`config.mk`:
```
export PLATFORM = sky130hd
export DESIGN_NAME = first_fit_block_allocator
export DESIGN_NICKNAME = d
export VERILOG_FILES = /design/src/design/ffba_pkg.sv /design/src/design/ffba_ram.sv /design/src/design/ffba_ctrl.sv /design/src/design/ffba_dp.sv /design/src/design/first_fit_block_allocator.sv
export VERILOG_INCLUDE_DIRS = /design/src /design/src/design
export SDC_FILE = /design/constraint.sdc
export NUM_CORES = 2
export LEC_CHECK = 0
export BUFFER_PORTS_ARGS = -buffer_cell sky130_fd_sc_hd__buf_4
export CORE_MARGIN = 2
export CORE_UTILIZATION = 40
export CTS_BUF_LIST = sky130_fd_sc_hd__clkbuf_4 sky130_fd_sc_hd__clkbuf_8
export DETAILED_ROUTE_END_ITERATION = 16
export HOLD_SLACK_MARGIN = 0.15
export PLACE_DENSITY = 0.61
export SETUP_SLACK_MARGIN = 0.05
export SKIP_LAST_GASP = 1
export SLEW_MARGIN = 20
export SYNTH_ARGS = -nofsm -noshare
export SYNTH_HDL_FRONTEND = slang
export SYNTH_SLANG_ARGS = --single-unit
```
`constraint.sdc`:
```
create_clock -name clk -period 10.7 [get_ports clk]
set_input_delay 2.675 -clock clk [delete_from_list [all_inputs] [get_ports clk]]
set_output_delay 2.675 -clock clk [all_outputs]
set_load 0.1 [all_outputs]
```
`src/design/first_fit_block_allocator_defines.svh`:
```
// ----------------------------------------------------------------------------
// first_fit_block_allocator_defines
// Assertion macros used by the allocator datapath.
// ----------------------------------------------------------------------------
`ifndef FIRST_FIT_BLOCK_ALLOCATOR_DEFINES_SVH
`define FIRST_FIT_BLOCK_ALLOCATOR_DEFINES_SVH

`ifndef SYNTHESIS
`define FFBA_ASSERT_IMPL(lbl, clk, rst, ante, cons) \
  lbl: assert property (@(posedge clk) disable iff (rst) (ante) |-> (cons)) \
    else $error("allocator same-cycle check failed");
`define FFBA_ASSERT_NEXT(lbl, clk, rst, ante, cons) \
  lbl: assert property (@(posedge clk) disable iff (rst) (ante) |=> (cons)) \
    else $error("allocator next-cycle check failed");
`else
`define FFBA_ASSERT_IMPL(lbl, clk, rst, ante, cons)
`define FFBA_ASSERT_NEXT(lbl, clk, rst, ante, cons)
`endif

`endif

```
`src/design/ffba_pkg.sv`:
```
// ----------------------------------------------------------------------------
// ffba_pkg
// Types and constants of the first-fit block allocator.
// ----------------------------------------------------------------------------
package ffba_pkg;

  localparam int MAX_BLOCKS  = 64;
  localparam int ADDR_BITS   = 20;
  localparam int REQ_W       = 20;
  localparam int LIMIT_W     = 21;
  localparam int IDX_W       = $clog2(MAX_BLOCKS);
  localparam int CNT_W       = $clog2(MAX_BLOCKS + 1);
  localparam int SIZE_W      = REQ_W + 1;
  localparam int CMP_W       = (ADDR_BITS + 1 > LIMIT_W + 2) ? ADDR_BITS + 1 : LIMIT_W + 2;
  localparam int HDR_BYTES   = 32;
  localparam int ALIGN_BYTES = 16;

  localparam logic [LIMIT_W-1:0] LIMIT_RESET = LIMIT_W'(1048576);
  localparam logic [CMP_W-1:0]   ADDR_MASK   = CMP_W'((64'd1 << ADDR_BITS) - 64'd1);

  localparam logic CMD_ALLOC = 1'b0;
  localparam logic CMD_FREE  = 1'b1;

  typedef enum logic [1:0] {
    ST_OK       = 2'd0,
    ST_NOSPACE  = 2'd1,
    ST_FULL     = 2'd2,
    ST_NOTFOUND = 2'd3
  } ffba_status_t;

  typedef struct packed {
    logic                 free;
    logic [SIZE_W-1:0]    size;
    logic [ADDR_BITS-1:0] offset;
  } ffba_entry_t;

  typedef struct packed {
    logic load;
    logic step;
    logic commit;
  } ffba_cmd_t;

  typedef struct packed {
    logic hit;
    logic exhausted;
    logic null_free;
  } ffba_stat_t;

endpackage

```
`src/design/ffba_ram.sv`:
```
// ----------------------------------------------------------------------------
// ffba_ram
// Generic RAM, one write port, one read port with registered read data.
// ----------------------------------------------------------------------------
module ffba_ram #(
  parameter int WIDTH = 8,
  parameter int DEPTH = 16
) (
  input  logic                     clk,
  input  logic                     we,
  input  logic [$clog2(DEPTH)-1:0] waddr,
  input  logic [WIDTH-1:0]         wdata,
  input  logic                     re,
  input  logic [$clog2(DEPTH)-1:0] raddr,
  output logic [WIDTH-1:0]         rdata
);

  logic [WIDTH-1:0] mem [DEPTH];

  always_ff @(posedge clk) begin
    if (we) begin
      mem[waddr] <= wdata;
    end
    if (re) begin
      rdata <= mem[raddr];
    end
  end

endmodule

```
`src/design/ffba_ctrl.sv`:
```
// ----------------------------------------------------------------------------
// ffba_ctrl
// Sequencer: load an item, scan the block table, commit the result.
// ----------------------------------------------------------------------------
module ffba_ctrl (
  input  logic                clk,
  input  logic                rst,
  input  logic                start,
  input  ffba_pkg::ffba_stat_t stat,
  output logic                busy,
  output ffba_pkg::ffba_cmd_t  cmd
);

  import ffba_pkg::*;

  typedef enum logic [1:0] {
    S_IDLE,
    S_SCAN,
    S_WRITE
  } state_t;

  state_t state;

  always_ff @(posedge clk) begin
    if (rst) begin
      state <= S_IDLE;
    end else begin
      case (state)
        S_IDLE: begin
          if (start) begin
            state <= S_SCAN;
          end
        end
        S_SCAN: begin
          if (stat.null_free || stat.hit || stat.exhausted) begin
            state <= S_WRITE;
          end
        end
        S_WRITE: begin
          state <= S_IDLE;
        end
        default: begin
          state <= S_IDLE;
        end
      endcase
    end
  end

  assign busy       = (state != S_IDLE);
  assign cmd.load   = (state == S_IDLE) && start;
  assign cmd.step   = (state == S_SCAN);
  assign cmd.commit = (state == S_WRITE);

endmodule

```
`src/design/ffba_dp.sv`:
```
// ----------------------------------------------------------------------------
// ffba_dp
// Block table, scan pipeline, append arithmetic and result registers.
// ----------------------------------------------------------------------------
`include "first_fit_block_allocator_defines.svh"

module ffba_dp (
  input  logic                             clk,
  input  logic                             rst,
  input  ffba_pkg::ffba_cmd_t              cmd,
  output ffba_pkg::ffba_stat_t             stat,
  input  logic                             command,
  input  logic [ffba_pkg::REQ_W-1:0]       request_size,
  input  logic [ffba_pkg::ADDR_BITS-1:0]   address,
  input  logic                             cfg_valid,
  input  logic [ffba_pkg::LIMIT_W-1:0]     cfg_data,
  output logic                             done,
  output logic [1:0]                       result_status,
  output logic [ffba_pkg::ADDR_BITS-1:0]   result_addr
);

  import ffba_pkg::*;

  logic [LIMIT_W-1:0]   heap_limit;
  logic [LIMIT_W-1:0]   heap_end;
  logic [CNT_W-1:0]     block_count;

  logic                 cmd_r;
  logic [SIZE_W-1:0]    need;
  logic [ADDR_BITS-1:0] addr_r;

  logic [CNT_W-1:0]     rd_idx;
  logic [IDX_W-1:0]     chk_idx;
  logic                 chk_valid;
  logic                 found;
  logic [IDX_W-1:0]     found_idx;
  ffba_entry_t          found_word;

  ffba_entry_t          rd_word;
  ffba_entry_t          wr_word;
  logic                 ram_we;
  logic [IDX_W-1:0]     ram_waddr;
  logic                 ram_re;
  logic                 more;
  logic                 match;

  logic [CMP_W-1:0]     hdr_end;
  logic [CMP_W-1:0]     new_end;
  logic                 no_space;
  logic                 append;
  ffba_status_t         res_status;
  logic [ADDR_BITS-1:0] res_addr;

  ffba_ram #(
    .WIDTH ($bits(ffba_entry_t)),
    .DEPTH (MAX_BLOCKS)
  ) u_table (
    .clk   (clk),
    .we    (ram_we),
    .waddr (ram_waddr),
    .wdata (wr_word),
    .re    (ram_re),
    .raddr (rd_idx[IDX_W-1:0]),
    .rdata (rd_word)
  );

  // scan
  assign more = (rd_idx < block_count);

  always_comb begin
    if (cmd_r == CMD_FREE) begin
      match = ({1'b0, rd_word.offset} + (ADDR_BITS+1)'(HDR_BYTES)) == {1'b0, addr_r};
    end else begin
      match = rd_word.free && (rd_word.size >= need);
    end
  end

  assign stat.hit       = chk_valid && match;
  assign stat.exhausted = !chk_valid && !more;
  assign stat.null_free = (cmd_r == CMD_FREE) && (addr_r == '0);
  assign ram_re         = cmd.step && !stat.hit && more;

  always_ff @(posedge clk) begin
    if (rst) begin
      rd_idx    <= '0;
      chk_valid <= 1'b0;
      found     <= 1'b0;
    end else if (cmd.load) begin
      rd_idx    <= '0;
      chk_valid <= 1'b0;
      found     <= 1'b0;
    end else if (cmd.step) begin
      if (stat.hit) begin
        found     <= 1'b1;
        chk_valid <= 1'b0;
      end else if (more) begin
        rd_idx    <= rd_idx + CNT_W'(1);
        chk_valid <= 1'b1;
      end else begin
        chk_valid <= 1'b0;
      end
    end
  end

  always_ff @(posedge clk) begin
    if (cmd.load) begin
      cmd_r  <= command;
      addr_r <= address;
      need   <= ({1'b0, request_size} + SIZE_W'(ALIGN_BYTES - 1)) &
                ~SIZE_W'(ALIGN_BYTES - 1);
    end
    if (cmd.step && ram_re) begin
      chk_idx <= rd_idx[IDX_W-1:0];
    end
    if (cmd.step && stat.hit) begin
      found_idx  <= chk_idx;
      found_word <= rd_word;
    end
  end

  // commit
  assign hdr_end  = CMP_W'(heap_end) + CMP_W'(HDR_BYTES);
  assign new_end  = hdr_end + CMP_W'(need);
  assign no_space = (new_end > CMP_W'(heap_limit)) || (hdr_end > ADDR_MASK);

  always_comb begin
    res_status = ST_OK;
    res_addr   = '0;
    append     = 1'b0;
    if (cmd_r == CMD_FREE) begin
      if (addr_r != '0 && !found) begin
        res_status = ST_NOTFOUND;
      end
    end else if (found) begin
      res_addr = found_word.offset + ADDR_BITS'(HDR_BYTES);
    end else if (block_count == CNT_W'(MAX_BLOCKS)) begin
      res_status = ST_FULL;
    end else if (no_space) begin
      res_status = ST_NOSPACE;
    end else begin
      append   = 1'b1;
      res_addr = ADDR_BITS'(hdr_end);
    end
  end

  always_comb begin
    if (found) begin
      wr_word      = found_word;
      wr_word.free = (cmd_r == CMD_FREE);
      ram_waddr    = found_idx;
    end else begin
      wr_word.free   = 1'b0;
      wr_word.size   = need;
      wr_word.offset = ADDR_BITS'(heap_end);
      ram_waddr      = block_count[IDX_W-1:0];
    end
  end

  assign ram_we = cmd.commit && (append || (found && !stat.null_free));

  always_ff @(posedge clk) begin
    if (rst) begin
      heap_limit  <= LIMIT_RESET;
      heap_end    <= '0;
      block_count <= '0;
      done        <= 1'b0;
    end else begin
      done <= cmd.commit;
      if (cfg_valid) begin
        heap_limit <= cfg_data;
      end
      if (cmd.commit && append) begin
        heap_end    <= LIMIT_W'(new_end);
        block_count <= block_count + CNT_W'(1);
      end
    end
  end

  always_ff @(posedge clk) begin
    if (cmd.commit) begin
      result_status <= res_status;
      result_addr   <= res_addr;
    end
  end

  `FFBA_ASSERT_IMPL(a_fail_no_addr, clk, rst, done && result_status != ST_OK, result_addr == '0)
  `FFBA_ASSERT_IMPL(a_count_bound, clk, rst, 1'b1, block_count <= CNT_W'(MAX_BLOCKS))
  `FFBA_ASSERT_NEXT(a_commit_done, clk, rst, cmd.commit, done)
  `FFBA_ASSERT_NEXT(a_count_hold, clk, rst, !cmd.commit, $stable(block_count) && $stable(heap_end))

endmodule

```
`src/design/first_fit_block_allocator.sv`:
```
// ----------------------------------------------------------------------------
// first_fit_block_allocator
// First-fit allocator over a table of back-to-back blocks with 32-byte headers.
// ----------------------------------------------------------------------------
// An item is taken when start is high and busy is low. Allocate rounds the
// size up to a multiple of 16 bytes, reuses the first free block that fits,
// else appends a block behind heap_end; free marks the block whose payload
// offset matches. The table is scanned one entry per cycle through a
// registered-read RAM, stopping at the first hit. Each result shows on status
// and payload_address for one cycle with done, in the cycle busy drops; it
// cannot be held off, so the receiver must take it then. The user must write
// heap_limit through cfg_valid/cfg_data only while idle; the block does not
// enforce this. cfg_ready is always high.
// ----------------------------------------------------------------------------
module first_fit_block_allocator (
  input  logic                           clk,
  input  logic                           rst,
  input  logic                           start,
  output logic                           busy,
  input  logic                           command,
  input  logic [ffba_pkg::REQ_W-1:0]     request_size,
  input  logic [ffba_pkg::ADDR_BITS-1:0] address,
  input  logic                           cfg_valid,
  output logic                           cfg_ready,
  input  logic [ffba_pkg::LIMIT_W-1:0]   cfg_data,
  output logic                           done,
  output logic [1:0]                     status,
  output logic [ffba_pkg::ADDR_BITS-1:0] payload_address
);

  import ffba_pkg::*;

  ffba_cmd_t  cmd;
  ffba_stat_t stat;

  assign cfg_ready = 1'b1;

  ffba_ctrl u_ctrl (
    .clk   (clk),
    .rst   (rst),
    .start (start),
    .stat  (stat),
    .busy  (busy),
    .cmd   (cmd)
  );

  ffba_dp u_dp (
    .clk           (clk),
    .rst           (rst),
    .cmd           (cmd),
    .stat          (stat),
    .command       (command),
    .request_size  (request_size),
    .address       (address),
    .cfg_valid     (cfg_valid),
    .cfg_data      (cfg_data),
    .done          (done),
    .result_status (status),
    .result_addr   (payload_address)
  );

endmodule

```
-- Yosys cells after proc, flatten, opt, wreduce, memory -nomap -nowiden
Memory sizes are Yosys's and may differ from the RTL's. A register that Yosys moved wholly into a read port is not among the register bits.
Cells that the tools add are included.
- add/sub/neg operators: 7
- equality and inequality tests: 6
- reductions and logical operators: 30
- bitwise operators: 1
- magnitude comparators: 4
- muxes and demuxes: 22
- operator list (kind ; count):
    20-bit 2-to-1 mux ; 3
    42-bit 2-to-1 mux ; 1
    23-bit by 21-bit adder with 23-bit output ; 1
    23-bit by 20-bit > comparator with 1-bit output (second input constant) ; 1
    23-bit by 21-bit > comparator with 1-bit output ; 1
    21-bit by 6-bit adder with 22-bit output (second input constant) ; 1
    20-bit by 4-bit adder with 21-bit output (second input constant) ; 1
    20-bit by 6-bit adder with 21-bit output (second input constant) ; 1
    21-bit by 20-bit == test with 1-bit output ; 1
    21-bit >= comparator ; 1
    20-bit by 6-bit adder with 20-bit output (second input constant) ; 1
    20-bit zero test ; 1
    20-bit nonzero test ; 1
    7-bit by 1-bit adder with 7-bit output (second input constant) ; 2
    1-bit logical AND ; 13
    2-bit 2-to-1 mux ; 6
    1-bit 2-to-1 mux ; 10
    7-bit == test (second input constant) ; 1
    7-bit less-than comparator ; 1
    6-bit 2-to-1 mux ; 1
    1-bit zero test ; 5
    1-bit logical OR ; 4
    2-bit != test (second input constant) ; 2
    2-bit one-hot mux with 2 select lines ; 1
    other kinds (8) ; 9
- word-level logic and storage cells: 88
- output and inout port bits: 25
- input bits: 66
- RAM bits: 2688
- bits in registers: 174
- memories kept: 1
- memory list (memory ; words ; width ; read ports ; clocked after Yosys merged registers in ; wr ports ; line ; text):
    u_dp.u_table.mem ; 64 ; 42 ; 1 ; 1 ; 1 ; ffba_ram.sv:18 ; logic [WIDTH-1:0] mem [DEPTH];

-- Depth between registers and ports, before layout
- depth after elaboration: 12
- depth in mapped cells: 23
- depth with buffers taken out: 21

-- Modules after synthesis
A second synthesis with hierarchy kept.
- cells, all modules: 5274
- area, all modules: 113473.8 µm²
- modules (own cells, without submodules) (module ; instances ; cells each ; sequential area each (µm²) ; area an instance (µm²)):
    ffba_ram ; 1 ; 4352 ; 81978.6 ; 103768.3
    ffba_dp ; 1 ; 908 ; 4494.3 ; 9584.2
    ffba_ctrl ; 1 ; 12 ; 40.0 ; 110.1
    first_fit_block_allocator ; 1 ; 2 ; 0.0 ; 11.3

-- Worst setup path before layout
No wires, ideal clock.
- path type: register to register
- start point: register u_dp.heap_end[5]
- end point: memory u_dp.u_table.mem[13][0] in the netlist's numbering, enable pin
- buffers on the path: 1
- data required time: 10.258 ns
- arrival: 5.760 ns
- clock period less this slack: 6.202 ns
- setup time: 0.442 ns
- stages on the path, launching flop included: 23
- slack: 4.498 ns
- cells stage by stage: dfxtp_1 ha_1 and4_1 nand2_1 xor2_1 inv_1 ha_1 nand3_1 o211ai_1 nor2_1 nand2_1 a21oi_1 xnor2_1 ha_1 a21o_1 a21o_1 a211oi_1 nor2_1 a211oi_1 o21a_1 buf_4 o211ai_1 nor2_1
- word-level cells in the longest chain between the ends: 12
- elaborated cells between the ends (all ways): 13
- those cells by class: add/sub (2); order compare (2); mux (6); reduce/logical (3)
- RTL lines (item ; line ; text):
    from (decl) ; ffba_dp.sv:25 ; logic [LIMIT_W-1:0] heap_end;
    from (signal assigned) ; ffba_dp.sv:173 ; heap_end <= LIMIT_W'(new_end);
    21-bit by 6-bit adder with 22-bit output ; ffba_dp.sv:122 ; assign hdr_end = CMP_W'(heap_end) + CMP_W'(HDR_BYTES);
    23-bit by 21-bit adder with 23-bit output ; ffba_dp.sv:123 ; assign new_end = hdr_end + CMP_W'(need);
    via u_dp.new_end[16] ; ffba_dp.sv:48 ; logic [CMP_W-1:0] new_end;
    23-bit by 21-bit > comparator with 1-bit output ; ffba_dp.sv:124 ; assign no_space = (new_end > CMP_W'(heap_limit)) || (hdr_end > ADDR_MASK);
    1-bit logical OR ; ffba_dp.sv:124 ;
    1-bit 2-to-1 mux ; ffba_dp.sv:138 ; end else if (no_space) begin
    1-bit 2-to-1 mux ; ffba_dp.sv:136 ; end else if (block_count == CNT_W'(MAX_BLOCKS)) begin
    1-bit 2-to-1 mux ; ffba_dp.sv:134 ; end else if (found) begin
    1-bit 2-to-1 mux ; ffba_dp.sv:130 ; if (cmd_r == CMD_FREE) begin
    1-bit logical OR ; ffba_dp.sv:159 ; assign ram_we = cmd.commit && (append || (found && !stat.null_free));
    1-bit logical AND ; ffba_dp.sv:159 ;
    1-bit 2-to-1 mux ; ffba_ram.sv:21 ; if (we) begin
    1-bit 2-to-1 mux (implied by the code) ; ffba_ram.sv:22 ; mem[waddr] <= wdata;
    to (decl) ; ffba_ram.sv:18 ;
The timed path passes the listed nets, and every way through them passes these cells.

-- Final worst setup path
- start point: register u_dp.heap_end[5]
- end point: memory u_dp.u_table.mem[22][33] in the netlist's numbering, enable pin
The elaborated chain is that of the path after synthesis.

==> metrics <==
outcome=finished clean; PostCTS Resize Cnt=0; setup TNS=0 ns; leading cell type in the layout, fill and taps excluded=edfxtp_1; Setup Crit Path Kind=reg2reg; CTS Buf Count=452; port bufs=89; vias=53912; Clock Latency Late Sink=1.03 ns; most frequent cells in the layout=edfxtp_1, mux4_2, clkbuf_8, buf_4, clkbuf_4; Reg clk slew, reported paths=0.07 ns; via density per instance=5.75; die area=286000 µm²; die height=535 µm; largest net degree at the start of global routing=129; Post-CTS Setup Bufs=0; Ports=91; cell area after layout=128000 µm²; CP max stage cell=nor2_4; width of the chip=535 µm; Setup crit end kind=flip-flop; synth warn=0; WL final=293000 µm; Final ANT Viol Nets=0; Initial Util=40.3%; Arr. time, crit path=7.58 ns; fmax=0.144 GHz; Max IR drop VDD=0.124 mV; Placer Congestion=0.863; period utilization=65.1%; Worst Path Buf+Inv=3; Final min period=6.96 ns; Leak=0.0383 µW; CP max stage delay=0.67 ns; Syn Inst Count=4869; post-synth cell types=69; First-pass DRT Iterations=5; post-synthesis sequential area ratio=76.8%; final hold violation count=0; Pwr Density=170 nW/µm²; fraction of registers with async set/reset=0%; number of synthesized flops with an enable pin=2843; Synth Flop Type=edfxtp_1; worst-path maximum fanout=24; GRT Total Usage=20.2%; cell family contributing the most delay on the critical path=simple AND/OR/NAND/NOR gates; drt wl/cell=31.2 µm; DP HPWL=173000 µm; CTS sink count=2900; syn_nets=5003; Clock Skews=0.0986 ns; Worst Tran Pin Value=1.08 ns; global-route wire length before repair=411000 µm; Post-route DRC=0; Worst Path Required=11.31 ns; worst path cell trace=ha_1 -> and4_1 -> nand2_1 -> nor2_1 -> xnor2_1 -> inv_1 -> ha_1 -> nand2_1 -> o21ai_0 -> or2_2 -> a31oi_1 -> or4_1 -> nand3_1 -> ha_1 -> nand2_1 -> nor2_1 -> nand3_1 -> nor4_1 -> o21a_1 -> o211ai_1 -> buf_4 -> nor2_4 -> buf_4; Mapped Area=113000 µm²; vias in the first global route=53311; nets@finish=5444; layout cells sized above 1=33.6%; GRT overflow=0; clock tree buffer depth=4; RSZ-0062 raised after global routing=no; row cnt=194; initial antenna violation count=43; max-cap violation count=0; max-slew violation count=0; Area growth syn-to-layout=13.2%; Worst setup SP type=flip-flop; Root Buffer=clkbuf_8; H-Tree Depth=5; Synth Register Bits=2900; hold buffers post-CTS=0; Avg Cell Area, Syn=23.2 µm²; fill count=23094; core footprint=280000 µm²; Initial DRC Count=7728; Rel. slew slack=28.1%; Setup Viol. Count Final=0; dpl cell area=119000 µm²; hold crit path type=reg2reg; final core occ=45.6%; CTS tree=yes
## power by group
part | switching (µW) | internal, µW | leakage (µW) | total [µW]
clock | 4250 | 4670 | 0.00452 | 8920
sequential | 19.5 | 12400 | 0.0261 | 12400
combinational | 286 | 100 | 0.00769 | 386
## flip-flops by register name, indices dropped and copies added, names as in the netlist
name,count
u_dp.heap_limit,21
u_dp.block_count,7
u_dp.chk_idx,6
u_dp.chk_valid,1
u_dp.result_addr,20
u_dp.heap_end,17
u_dp.found,1
u_dp.need,17
u_dp.found_idx,6
u_ctrl.state,2
u_dp.rd_idx,7
u_dp.addr_r,20
u_dp.found_word,41
u_dp.result_status,2
u_dp.u_table.mem,2688
u_dp.cmd_r,1
u_dp.done,1
u_dp.u_table.rdata,42
## final timing paths
| path | start | to | slack [ns] | cells past startpoint |
|---|---|---|---|---|
| worst max-delay path | u_dp.heap_end[5] | u_dp.u_table.mem[22][33] | 3.74 | 23 |
| worst min-delay path | u_dp.chk_idx[0] | u_dp.found_idx[0] | 0.42 | 0 |
| worst max register to register | u_dp.heap_end[5] | u_dp.u_table.mem[22][33] | 3.74 | 23 |
| worst min register to register | u_dp.chk_idx[0] | u_dp.found_idx[0] | 0.42 | 0 |
## cells in the mapped netlist (4+ instances only)
master | number | area share [%]
xnor2_1 | 48 | 0.37
mux2_2 | 15 | 0.15
mux4_2 | 882 | 18
nand4_1 | 9 | 0.050
or2_2 | 4 | 0.022
or4_1 | 9 | 0.060
a211oi_1 | 8 | 0.053
inv_1 | 71 | 0.24
o211ai_1 | 14 | 0.093
or3_1 | 8 | 0.044
o31ai_1 | 8 | 0.053
nand2b_1 | 11 | 0.061
xor2_1 | 30 | 0.23
clkbuf_1 | 156 | 0.52
ha_1 | 67 | 0.74
nor4_1 | 17 | 0.094
and4_1 | 7 | 0.054
nor2b_1 | 7 | 0.039
a21oi_1 | 50 | 0.22
nor3_1 | 12 | 0.053
edfxtp_1 | 2843 | 76
and3_1 | 13 | 0.072
buf_1 | 70 | 0.23
nand3_1 | 34 | 0.15
dfxtp_1 | 57 | 1.0
and2_1 | 15 | 0.083
mux2i_1 | 33 | 0.29
o21a_1 | 5 | 0.033
nor2_1 | 133 | 0.44
o22ai_1 | 17 | 0.094
nand2_1 | 101 | 0.34
a21o_1 | 12 | 0.080
o21ai_0 | 48 | 0.21
## layer usage
metal / track usage [%] / up-vias / share of wire (%)
met5: 0 / - / 0
met4: 4.72 / 0 / 2.1
met3: 4.52 / 379 / 9.7
met2: 30.0 / 2584 / 45
met1: 30.5 / 29229 / 43
li1: - / 21720 / -
## cell families after synthesis
family                     share of synthesized area, %
adders and majority gates                         0.761
DFF                                                76.8
buffers and inverters                              1.03
xor gates and xnor gates                          0.606
other                                           0.00333
AOI/OAI and AO/OA                                  1.07
muxes                                              18.1
and+or+nand+nor                                    1.72
## cell type report
class / count / area, µm² / area share [%]
sequential: 2900 / 86500 / 67.8
multi-input combinational: 1666 / 25800 / 20.2
clock buffer: 606 / 7460 / 5.85
tap: 3724 / 4660 / 3.65
timing repair buffer: 219 / 1780 / 1.40
clock inverter: 190 / 1060 / 0.832
inverter: 71 / 268 / 0.210
antenna: 6 / 15.0 / 0.0118
## through the flow
step | setup WS, ns | total power, µW | cells | hold WS (ns)
global route | 3.27 | 22400 | 9377 | 0.425
global placement | 3.78 | 13100 | 8580 | 0.403
detailed placement | 3.76 | 13100 | 8580 | 0.405
floorplan | 4.50 | 12900 | 4869 | 0.400
finish | 3.74 | 21800 | 9382 | 0.419
CTS | 3.73 | 21900 | 9376 | 0.414
Note: power is estimated with default switching activity, not from simulation.
